`config.mk`:
```
export PLATFORM = sky130hd
export DESIGN_NAME = scene_text_tokenizer
export DESIGN_NICKNAME = d
export VERILOG_FILES = /design/src/rtl/sttok_pkg.sv /design/src/rtl/sttok_lexer.sv /design/src/rtl/scene_text_tokenizer.sv
export VERILOG_INCLUDE_DIRS = /design/src /design/src/rtl
export SDC_FILE = /design/constraint.sdc
export NUM_CORES = 1
export LEC_CHECK = 0
export CORE_AREA = 2 2 157 159
export CTS_CLUSTER_DIAMETER = 150
export DETAILED_ROUTE_END_ITERATION = 7
export DIE_AREA = 0 0 159 161
export DONT_BUFFER_PORTS = 1
export PLACE_DENSITY = 0.81
export SETUP_SLACK_MARGIN = 0.3
export SLEW_MARGIN = 40
export SYNTH_ARGS = -nofsm -noshare
export SYNTH_HDL_FRONTEND = slang
export SYNTH_SLANG_ARGS = --single-unit
```
`constraint.sdc`:
```
create_clock -name clk -period 11.1 [get_ports clk]
set_input_delay 1.11 -clock clk [delete_from_list [all_inputs] [get_ports clk]]
set_output_delay 1.11 -clock clk [all_outputs]
set_load 0.005 [all_outputs]
```
`src/rtl/scene_text_tokenizer_defines.svh`:
```
// Assertion macros used by the tokenizer top level.
`ifndef SCENE_TEXT_TOKENIZER_DEFINES_SVH
`define SCENE_TEXT_TOKENIZER_DEFINES_SVH

// Check that a condition implies a consequence in the same cycle.
`define STT_ASSERT_NOW(lbl, ante, cons, msg) \
  lbl: assert property (@(posedge clk) disable iff (!rst_n) (ante) |-> (cons)) \
    else $error(msg);

// Check that a condition implies a consequence in the next cycle.
`define STT_ASSERT_NEXT(lbl, ante, cons, msg) \
  lbl: assert property (@(posedge clk) disable iff (!rst_n) (ante) |=> (cons)) \
    else $error(msg);

`endif

```
`src/rtl/sttok_pkg.sv`:
```
// Shared types and codes of the scene text tokenizer.
package sttok_pkg;

  localparam int LINE_BITS   = 24;
  localparam int COLUMN_BITS = 16;
  localparam int RUN_MAX     = 4;
  localparam int CNT_BITS    = $clog2(RUN_MAX + 1);

  // Event kinds
  localparam logic [2:0] EV_START = 3'd0;
  localparam logic [2:0] EV_CHAR  = 3'd1;
  localparam logic [2:0] EV_END   = 3'd2;
  localparam logic [2:0] EV_EOS   = 3'd3;
  localparam logic [2:0] EV_ERROR = 3'd4;

  // Token types
  localparam logic [1:0] TT_STRING  = 2'd0;
  localparam logic [1:0] TT_LBEGIN  = 2'd1;
  localparam logic [1:0] TT_LEND    = 2'd2;
  localparam logic [1:0] TT_LITERAL = 2'd3;

  // One result beat
  typedef struct packed {
    logic [2:0]             kind;
    logic [1:0]             ttype;
    logic [7:0]             ch;
    logic [LINE_BITS-1:0]   line;
    logic [COLUMN_BITS-1:0] col;
    logic                   last;
  } event_t;

  // All beats caused by one input item
  typedef struct packed {
    event_t [RUN_MAX-1:0] slot;
    logic [CNT_BITS-1:0]  cnt;
  } run_t;

endpackage

```
`src/rtl/sttok_lexer.sv`:
```
// Lexer state and per-byte event generation.
module sttok_lexer (
  input  logic              clk,
  input  logic              rst_n,
  input  logic              take,
  input  logic [7:0]        byte_value,
  input  logic              end_of_input,
  output sttok_pkg::run_t   run
);
  import sttok_pkg::*;

  typedef enum logic [2:0] {
    MODE_IDLE,
    MODE_COMMENT,
    MODE_STRING,
    MODE_LITERAL,
    MODE_DONE
  } mode_t;

  localparam logic [7:0] CH_LBR   = 8'h5B;
  localparam logic [7:0] CH_RBR   = 8'h5D;
  localparam logic [7:0] CH_COMMA = 8'h2C;
  localparam logic [7:0] CH_HASH  = 8'h23;
  localparam logic [7:0] CH_QUOTE = 8'h22;
  localparam logic [7:0] CH_LF    = 8'h0A;
  localparam logic [7:0] CH_CR    = 8'h0D;
  localparam logic [7:0] CH_TAB   = 8'h09;
  localparam logic [7:0] CH_SPACE = 8'h20;

  mode_t                  mode_r, mode_nxt;
  logic [LINE_BITS-1:0]   line_r, line_nxt;
  logic [COLUMN_BITS-1:0] col_r, col_nxt;
  logic [LINE_BITS-1:0]   tline_r, tline_nxt;
  logic [COLUMN_BITS-1:0] tcol_r, tcol_nxt;
  logic [1:0]             ttype_r, ttype_nxt;

  function automatic logic is_space(input logic [7:0] c);
    return (c == CH_SPACE) || (c == CH_TAB) || (c == CH_CR) || (c == CH_LF);
  endfunction

  function automatic logic ends_literal(input logic [7:0] c);
    return (c == CH_HASH) || (c == CH_LBR) || (c == CH_RBR) || (c == CH_COMMA) ||
           (c == CH_QUOTE) || is_space(c);
  endfunction

  function automatic event_t mk_ev(input logic [2:0] kind, input logic [1:0] ttype,
                                   input logic [7:0] ch, input logic [LINE_BITS-1:0] line,
                                   input logic [COLUMN_BITS-1:0] col);
    event_t e;
    e.kind  = kind;
    e.ttype = ttype;
    e.ch    = ch;
    e.line  = line;
    e.col   = col;
    e.last  = 1'b0;
    return e;
  endfunction

  // Work out the run of events and the next state for this byte
  always_comb begin
    logic [CNT_BITS-1:0] n;
    logic                do_idle;
    n         = '0;
    do_idle   = 1'b0;
    mode_nxt  = mode_r;
    line_nxt  = line_r;
    col_nxt   = col_r;
    tline_nxt = tline_r;
    tcol_nxt  = tcol_r;
    ttype_nxt = ttype_r;
    run       = '0;

    if (mode_r != MODE_DONE) begin
      if (end_of_input) begin
        if (mode_r == MODE_STRING) begin
          run.slot[n[1:0]] = mk_ev(EV_ERROR, ttype_r, 8'h00, tline_r, tcol_r);
          n = n + 1'b1;
        end else if (mode_r == MODE_LITERAL) begin
          run.slot[n[1:0]] = mk_ev(EV_END, ttype_r, 8'h00, tline_r, tcol_r);
          n = n + 1'b1;
        end
        run.slot[n[1:0]] = mk_ev(EV_EOS, TT_STRING, 8'h00, '0, '0);
        n = n + 1'b1;
        mode_nxt = MODE_DONE;
      end else begin
        // Advance the location counters, saturating
        if (byte_value == CH_LF) begin
          if (line_r != '1) line_nxt = line_r + 1'b1;
          col_nxt = '0;
        end else if (col_r != '1) begin
          col_nxt = col_r + 1'b1;
        end

        case (mode_r)
          MODE_COMMENT: begin
            if (byte_value == CH_LF) mode_nxt = MODE_IDLE;
          end
          MODE_STRING: begin
            if (byte_value == CH_QUOTE) begin
              run.slot[n[1:0]] = mk_ev(EV_END, ttype_r, 8'h00, tline_r, tcol_r);
              n = n + 1'b1;
              mode_nxt = MODE_IDLE;
            end else begin
              run.slot[n[1:0]] = mk_ev(EV_CHAR, ttype_r, byte_value, tline_r, tcol_r);
              n = n + 1'b1;
            end
          end
          MODE_LITERAL: begin
            if (ends_literal(byte_value)) begin
              run.slot[n[1:0]] = mk_ev(EV_END, ttype_r, 8'h00, tline_r, tcol_r);
              n = n + 1'b1;
              mode_nxt = MODE_IDLE;
              do_idle  = 1'b1;
            end else begin
              run.slot[n[1:0]] = mk_ev(EV_CHAR, ttype_r, byte_value, tline_r, tcol_r);
              n = n + 1'b1;
            end
          end
          default: begin
            mode_nxt = MODE_IDLE;
            do_idle  = 1'b1;
          end
        endcase

        // Handle the byte as the start of something new
        if (do_idle && !is_space(byte_value)) begin
          if (byte_value == CH_HASH) begin
            mode_nxt = MODE_COMMENT;
          end else begin
            tline_nxt = line_nxt;
            tcol_nxt  = col_nxt;
            if (byte_value == CH_QUOTE) begin
              ttype_nxt = TT_STRING;
              run.slot[n[1:0]] = mk_ev(EV_START, TT_STRING, 8'h00, line_nxt, col_nxt);
              n = n + 1'b1;
              mode_nxt = MODE_STRING;
            end else if ((byte_value == CH_LBR) || (byte_value == CH_RBR)) begin
              ttype_nxt = (byte_value == CH_LBR) ? TT_LBEGIN : TT_LEND;
              run.slot[n[1:0]] = mk_ev(EV_START, ttype_nxt, 8'h00, line_nxt, col_nxt);
              n = n + 1'b1;
              run.slot[n[1:0]] = mk_ev(EV_CHAR, ttype_nxt, byte_value, line_nxt, col_nxt);
              n = n + 1'b1;
              run.slot[n[1:0]] = mk_ev(EV_END, ttype_nxt, 8'h00, line_nxt, col_nxt);
              n = n + 1'b1;
            end else begin
              ttype_nxt = TT_LITERAL;
              run.slot[n[1:0]] = mk_ev(EV_START, TT_LITERAL, 8'h00, line_nxt, col_nxt);
              n = n + 1'b1;
              run.slot[n[1:0]] = mk_ev(EV_CHAR, TT_LITERAL, byte_value, line_nxt, col_nxt);
              n = n + 1'b1;
              mode_nxt = MODE_LITERAL;
            end
          end
        end
      end
    end

    // Flag the final beat of the run
    if (n != '0) run.slot[n[1:0] - 2'd1].last = 1'b1;
    run.cnt = n;
  end

  // Hold lexer state; advance on each accepted beat
  always_ff @(posedge clk) begin
    if (!rst_n) begin
      mode_r  <= MODE_IDLE;
      line_r  <= '0;
      col_r   <= '0;
      tline_r <= '0;
      tcol_r  <= '0;
      ttype_r <= TT_STRING;
    end else if (take) begin
      mode_r  <= mode_nxt;
      line_r  <= line_nxt;
      col_r   <= col_nxt;
      tline_r <= tline_nxt;
      tcol_r  <= tcol_nxt;
      ttype_r <= ttype_nxt;
    end
  end

endmodule

```
`src/rtl/scene_text_tokenizer.sv`:
```
// Top level of the scene text tokenizer: lexer plus result beat queue.
//
//   channel  direction  beat contents
//   in_      sink       byte_value, end_of_input
//   out_     source     event_kind, token_type, char_value, line_number,
//                       column_number, last_of_run
//
// An input beat is decoded in the cycle it is accepted; its events land in a
// four-slot run register and leave one per cycle on the result port while out_
// is not stalled. An input beat gives 0 to 4 events; a new input beat is taken
// in the cycle its predecessor's last event leaves, so beats giving one event or
// none flow one per cycle while out_ does not stall. Synchronous active-low
// reset empties the run register and returns the lexer to idle with all counters
// at zero. A stall on out_ holds the run and, while a run is pending, stalls in_.
`include "scene_text_tokenizer_defines.svh"

module scene_text_tokenizer (
  input  logic                              clk,
  input  logic                              rst_n,
  input  logic                              in_valid,
  output logic                              in_stall,
  input  logic [7:0]                        in_byte_value,
  input  logic                              in_end_of_input,
  output logic                              out_valid,
  input  logic                              out_stall,
  output logic [2:0]                        out_event_kind,
  output logic [1:0]                        out_token_type,
  output logic [7:0]                        out_char_value,
  output logic [sttok_pkg::LINE_BITS-1:0]   out_line_number,
  output logic [sttok_pkg::COLUMN_BITS-1:0] out_column_number,
  output logic                              out_last_of_run
);
  import sttok_pkg::*;

  run_t                 run;
  event_t [RUN_MAX-1:0] slots_r;
  logic [CNT_BITS-1:0]  cnt_r;
  logic                 take;
  logic                 emit;

  assign out_valid = (cnt_r != '0);
  assign emit      = out_valid && !out_stall;
  assign in_stall  = !((cnt_r == '0) || ((cnt_r == CNT_BITS'(1)) && !out_stall));
  assign take      = in_valid && !in_stall;

  sttok_lexer u_lexer (
    .clk          (clk),
    .rst_n        (rst_n),
    .take         (take),
    .byte_value   (in_byte_value),
    .end_of_input (in_end_of_input),
    .run          (run)
  );

  // Load a fresh run or drop the beat just sent
  always_ff @(posedge clk) begin
    if (!rst_n) begin
      cnt_r <= '0;
    end else if (take) begin
      cnt_r <= run.cnt;
    end else if (emit) begin
      cnt_r <= cnt_r - 1'b1;
    end
  end

  // Shift the run payload toward the head slot
  always_ff @(posedge clk) begin
    if (take) begin
      slots_r <= run.slot;
    end else if (emit) begin
      for (int i = 0; i < RUN_MAX - 1; i++) slots_r[i] <= slots_r[i+1];
      slots_r[RUN_MAX-1] <= slots_r[RUN_MAX-1];
    end
  end

  assign out_event_kind    = slots_r[0].kind;
  assign out_token_type    = slots_r[0].ttype;
  assign out_char_value    = slots_r[0].ch;
  assign out_line_number   = slots_r[0].line;
  assign out_column_number = slots_r[0].col;
  assign out_last_of_run   = slots_r[0].last;

  `STT_ASSERT_NOW(a_cnt_bound, 1'b1, cnt_r <= CNT_BITS'(RUN_MAX), "run count overflow")
  `STT_ASSERT_NOW(a_last_at_tail, out_valid && out_last_of_run, cnt_r == CNT_BITS'(1), "last flag before end of run")
  `STT_ASSERT_NOW(a_tail_is_last, out_valid && (cnt_r == CNT_BITS'(1)), out_last_of_run, "final beat of run not flagged")
  `STT_ASSERT_NOW(a_no_overwrite, take, (cnt_r == '0) || emit, "run overwritten before it drained")
  `STT_ASSERT_NEXT(a_quiet_after_eos, emit && (out_event_kind == EV_EOS), !out_valid, "result after end of stream")

endmodule
```
# Word level (Yosys, flattened, before mapping)
# Cells that the tools add are included.
[totals] out_inout_bits=56 regBits=304 input_bits=13
[op_classes] magnitude_cmp=10 muxes=74 addsub=8 n_bitwise=5 eq_ne=16 reduce_logical=31
[op_table] op="216-bit two-way mux" n=8
[op_table] op="216-bit bitwise mux" n=7
[op_table] op="54-bit demux with 2-bit select" n=5
[op_table] op="54-bit two-way mux" n=9
[op_table] op="52-bit by 208-bit bitwise AND with 208-bit output" n=1
[op_table] op="208-bit NOT" n=1
[op_table] op="162-bit two-way mux" n=1
[op_table] op="53-bit two-way mux" n=3
[op_table] op="54-bit one-hot mux with 2 select lines" n=1
[op_table] op="24-bit two-way mux" n=4
[op_table] op="16-bit two-way mux" n=4
[op_table] op="3-bit two-way mux" n=21
[op_table] op="8-bit by 6-bit == test with 1-bit output (second input constant)" n=4
[op_table] op="24-bit by 1-bit adder with 24-bit output (second input constant)" n=1
[op_table] op="8-bit by 4-bit == test with 1-bit output (second input constant)" n=3
[op_table] op="24-bit inequality test (second input constant)" n=1
[op_table] op="16-bit by 1-bit adder with 16-bit output (second input constant)" n=1
[op_table] op="8-bit by 7-bit == test with 1-bit output (second input constant)" n=2
[op_table] op="16-bit inequality test (second input constant)" n=1
[op_table] op="2-bit by 3-bit less-than comparator with 1-bit output (second input constant)" n=5
[op_table] op="3-bit by 1-bit adder with 3-bit output (second input constant)" n=4
[op_table] op="2-bit by 1-bit >= comparator with 1-bit output (second input constant)" n=5
[op_table] op="1-bit logical OR" n=10
[op_table] op="1-bit logical AND" n=9
[op_table] op="19 further kinds" n=33

# Logic depth before layout (Yosys ltp)
[logic_depth] word_depth=22 depth_mapped=11

# Cells and area by module
# A second synthesis with hierarchy kept.
[hier_totals] hier_cells=1430 area_unflattened_um2=15857.7
[modules_own_cells] module="scene_text_tokenizer" n_inst=1 cells_each=549 area_each_um2=9855.7
[modules_own_cells] module="sttok_lexer" n_inst=1 cells_each=881 area_each_um2=6002.0

# Worst setup path after synthesis
# No wires, ideal clock.
[synth_timing] kind="input to register" start="in in_valid" end="reg cnt_r[1]" n_path_buf=0 cell_stages=4 arrival_ps=10244 required_time_ps=10951 setup_slack_ps=707 setup_time_ps=149 path_cell_list="nor2_1 a21oi_1 o21ai_0 o221a_2"
[synth_between] elab_chain_len=2
[synth_lines] element="start, declared" line_no="scene_text_tokenizer.sv:20" text="input logic in_valid,"
[synth_lines] element="1-bit logical AND *" line_no="scene_text_tokenizer.sv:44" text="assign take = in_valid && !in_stall;"
[synth_lines] element="3-bit two-way mux / 2-bit nonzero test (equally long branches)"
[synth_lines] element="end signal, assigned" line_no="scene_text_tokenizer.sv:60" text="cnt_r <= run.cnt;"
[synth_lines] element="end signal, assigned" line_no="scene_text_tokenizer.sv:62" text="cnt_r <= cnt_r - 1'b1;"
[synth_lines] element="end, declared" line_no="scene_text_tokenizer.sv:37" text="logic [CNT_BITS-1:0] cnt_r;"
# Mark *: on every way between the ends. The rest lies on a longest branch, timed or not.
# A chain may end at the register's enable or synchronous reset.

# Worst setup path after layout
[layout_timing] start="reg cnt_r[1]" end="reg slots_r[135] in the netlist's numbering (data pin)"
[layout_between] elab_chain_len=5
[layout_lines] element="3-bit by 1-bit == test with 1-bit output" line_no="scene_text_tokenizer.sv:43" text="assign in_stall = !((cnt_r == '0) || ((cnt_r == CNT_BITS'(1)) && !out_stall));"
[layout_lines] element="1-bit logical AND" line_no="scene_text_tokenizer.sv:43"
[layout_lines] element="1-bit logical OR *" line_no="scene_text_tokenizer.sv:43"
[layout_lines] element="1-bit logical AND *" line_no="scene_text_tokenizer.sv:44"
[layout_lines] element="216-bit two-way mux *" line_no="scene_text_tokenizer.sv:68" text="if (take) begin"
[layout_lines] element="end signal, assigned" line_no="scene_text_tokenizer.sv:69" text="slots_r <= run.slot;"
[layout_lines] element="end signal, assigned by index" line_no="scene_text_tokenizer.sv:72" text="slots_r[RUN_MAX-1] <= slots_r[RUN_MAX-1];"
[layout_lines] element="end, declared" line_no="scene_text_tokenizer.sv:36" text="event_t [RUN_MAX-1:0] slots_r;"
# Mark *: on every way between the ends. The rest lies on a longest branch, timed or not. The select of a mux whose other input is x is not followed.

==> results.sh <==
export IMPL_insertion_delay_ns=0.54
export IMPL_async_reset_ff_share_pct=0
export IMPL_final_area_um2=14100
export IMPL_final_min_clock_period_ns=3.70
export IMPL_synth_seq_area_share_pct=59.1
export IMPL_cp_required_ns=11.47
export IMPL_grt_pass1_wl_mm=46.7
export IMPL_grt_util_all_layers_pct=22.1
export IMPL_crit_top_cell="buf_4"
export IMPL_post_cts_buffers=0
export IMPL_finalMaxSlewViolations=0
export IMPL_clockBufferDepth=3
export IMPL_grt_util_met3_pct=3.34
export IMPL_path_cells="inv_1, ha_1, nor2b_1, o211ai_1, buf_4, inv_2, nand3_2, nor3_4, buf_4, o21ai_4, buf_6, buf_8, o21ai_0"
export IMPL_drive_above_1_share_pct=7.43
export IMPL_antenna_left=0
export IMPL_worst_setup_path_end_kind="flop"
export IMPL_firstDrtPassIters=5
export IMPL_cap_viol_max_count=0
export IMPL_cts_tree="done"
export IMPL_crit_path_max_incr_delay_ns=0.60
export IMPL_grt_max_degree=94
export IMPL_routed_wl_mm=28.7
export IMPL_antenna_found_initial=0
export IMPL_die_x_um=159
export IMPL_finClkSkew_ns=0.0103
export IMPL_htreeDepth=1
export IMPL_vias=9335
export IMPL_relSlewSlack_pct=44.7
export IMPL_io_buffers=0
export IMPL_ir_drop_mv=0.138
export IMPL_yosys_warnings=0
export IMPL_cp_arrival_ns=4.07
export IMPL_cts_clk_slew_worst_paths_ns=0.06
export IMPL_wl_per_cell_um=18.7
export IMPL_critPathSlowestCell="buf_4"
export IMPL_finalHoldViolCount=0
export IMPL_start_util_pct=55.7
export IMPL_top_usage_layer="met2"
export IMPL_cts_hold_buf=0
export IMPL_avgSynthCellArea_um2=10.5
export IMPL_rows=57
export IMPL_grt_pass1_vias=8868
export IMPL_viasPerCell=6.08
export IMPL_status="finished, final reports clean"
export IMPL_die_height_um=161
export IMPL_met2_usage_pct=38.2
export IMPL_use_met1_pct=29.6
export IMPL_yosys_most_used_dff="edfxtp_1"
export IMPL_synthCells=1278
export IMPL_coreArea_um2=24000
export IMPL_cts_sinks=292
export IMPL_place_area_um2=13300
export IMPL_start_kind="flop"
export IMPL_die_area_um2=25600
export IMPL_syn_nets=1299
export IMPL_globalplace_congestion=0.888
export IMPL_hold_path_class="reg2reg"
export IMPL_num_io_pins=69
export IMPL_grt_setup_unrepaired="false"
export IMPL_ys_seq_elements=292
export IMPL_syn_to_final_growth_pct=5.87
export IMPL_cts_buffers_inserted=29
export IMPL_synth_edf_count=204
export IMPL_n_antenna_cell=0
export IMPL_dp_hpwl_mm=17.3
export IMPL_clock_fmax_mhz=270
export IMPL_post_route_period_util_pct=33.4
export IMPL_leakagePower_uw=0.00490
export IMPL_final_nets=1211
export IMPL_setup_tns_final_ns=0
export IMPL_grt_ovfl_total=0
export IMPL_yosys_cell_types_count=69
export IMPL_critical_path_class="reg2reg"
export IMPL_cts_resized=0
export IMPL_drt_iter0_markers=960
export IMPL_setup_viol=0
export IMPL_tightest_slew_ns=0.829
export IMPL_syn_area_um2=13400
export IMPL_cts_root_buffer="clkbuf_16"
export IMPL_powerDensity_nw_per_um2=253
export IMPL_drcViolationCount=0
export IMPL_path_max_fanout=64
## sequential cells by signal, indices dropped and copies added, names as in the netlist
register,count
u_lexer.ttype_r,2
out_event_kind,3
out_char_value,8
out_line_number,24
slots_r,150
u_lexer.col_r,16
cnt_r,3
out_column_number,16
u_lexer.line_r,24
out_token_type,2
out_last_of_run,1
u_lexer.mode_r,3
u_lexer.tline_r,24
u_lexer.tcol_r,16
## placed cells by master (no fill, tap or decap), drive strengths merged, types with 3 or more instances in the layout
cell type / Yosys / final
buf: 64 / 19
xor2: 35 / 35
nand2b: 9 / 9
o21a: 4 / 4
a21oi: 58 / 58
or3: 7 / 7
and3: 13 / 13
nand4: 18 / 18
nand3: 47 / 47
clkbuf: 74 / 41
a31o: 3 / 3
a22o: 22 / 22
nor3: 20 / 20
inv: 16 / 16
and2: 12 / 12
xnor2: 6 / 6
dfxtp: 88 / 88
nand2: 181 / 181
a211oi: 7 / 7
o31ai: 9 / 9
nor4: 8 / 8
and4: 5 / 5
a22oi: 38 / 38
nor3b: 5 / 5
nor2: 94 / 94
ha: 8 / 8
a221oi: 3 / 3
edfxtp: 204 / 204
mux2i: 7 / 7
clkinv: 1 / 12
a31oi: 10 / 10
o21ai: 165 / 165
## synth_stat cells (all sizes together), types with 3 or more instances
cell / instances / share of area, %
a211oi: 7 / 0.39
xor2: 35 / 2.3
a22oi: 38 / 2.1
nor2: 94 / 2.7
nand4: 18 / 0.84
nand2b: 9 / 0.48
nand2: 181 / 5.1
nor3: 20 / 0.87
nand3: 47 / 1.8
o31ai: 9 / 0.51
inv: 16 / 0.45
and4: 5 / 0.33
o21a: 4 / 0.22
edfxtp: 204 / 46
and2: 12 / 0.56
dfxtp: 88 / 13
xnor2: 6 / 0.39
ha: 8 / 0.75
a31oi: 10 / 0.47
a21oi: 58 / 2.2
a31o: 3 / 0.20
nor4: 8 / 0.53
or3: 7 / 0.33
o21ai: 165 / 6.2
a22o: 22 / 1.4
a221oi: 3 / 0.20
mux2i: 7 / 0.52
buf: 64 / 3.5
nor3b: 5 / 0.28
clkbuf: 74 / 2.1
and3: 13 / 0.61
## logic make-up after synthesis
kind of cell	Yosys count	share of synthesized area, %
other	1	0.0281
muxes	8	0.609
DFF	292	59.1
AOI/OAI and AO/OA	340	15.6
xor gates and xnor gates	41	2.69
and+or+nand+nor	433	15.3
adders and majority gates	8	0.750
buffers and inverters	155	6.02
## final timing paths
| path | from | to | slack [ns] | cells after the start |
|---|---|---|---|---|
| setup / recovery | cnt_r[1]$_SDFFE_PN0P_ | slots_r[135]$_DFFE_PP_ | 7.40 | 13 |
| hold reg to reg | u_lexer.ttype_r[0]$_SDFFE_PN0P_ | u_lexer.ttype_r[0]$_SDFFE_PN0P_ | 0.46 | 2 |
| setup reg to reg | cnt_r[1]$_SDFFE_PN0P_ | slots_r[135]$_DFFE_PP_ | 7.40 | 13 |
| hold / removal | u_lexer.ttype_r[0]$_SDFFE_PN0P_ | u_lexer.ttype_r[0]$_SDFFE_PN0P_ | 0.46 | 2 |
## critical path, delay by kind of cell (launching register included)
| family | cells | cell delay (ns) |
|---|---|---|
| compound gates | 3 | 0.54 |
| flops | 1 | 0.31 |
| fa+ha+maj | 1 | 0.16 |
| simple gates | 3 | 0.90 |
| buf+inv | 6 | 1.57 |
## area by class of cell
type | count | area [µm²]
Tap cell | 324 | 405
Multi-Input combinational cell | 831 | 4730
Fill cell | 1976 | 9820
Clock buffer | 41 | 791
Timing Repair Buffer | 19 | 180
Inverter | 17 | 63.8
Sequential cell | 292 | 7890
Clock inverter | 12 | 83.8
## per-stage QoR
| step | cells | hold slack, ns | utilization, % | power (µW) | worst slack [ns] |
|---|---|---|---|---|---|
| 2_1_floorplan | 1278 | 0.436 | - | 2650 | 0.707 |
| 3_3_place_gp | 1479 | 0.441 | 55.0 | 2630 | 6.64 |
| 3_5_place_dp | 1483 | 0.447 | 55.3 | 2690 | 6.90 |
| 4_1_cts | 1536 | 0.456 | 59.0 | 3600 | 7.37 |
| 5_1_grt | 1536 | 0.479 | 59.0 | 3770 | 7.10 |
| 6_report | 1536 | 0.458 | 59.0 | 3580 | 7.40 |
## power by group
| part | internal, µW | switching, µW | leakage [µW] | total (µW) |
|---|---|---|---|---|
| Sequential | 1730 | 145 | 0.00278 | 1870 |
| Combinational | 236 | 554 | 0.00168 | 790 |
| Clock | 517 | 396 | 0.000432 | 913 |
| Total | 2480 | 1100 | 0.00490 | 3580 |
## metal layers
layer	part of all wire (%)	wire (µm)
met4	1.6	470
met1	42	12100
met3	5.9	1700
met2	50	14500
met5	0	0
No activity file was read; power rests on OpenSTA's default activity.
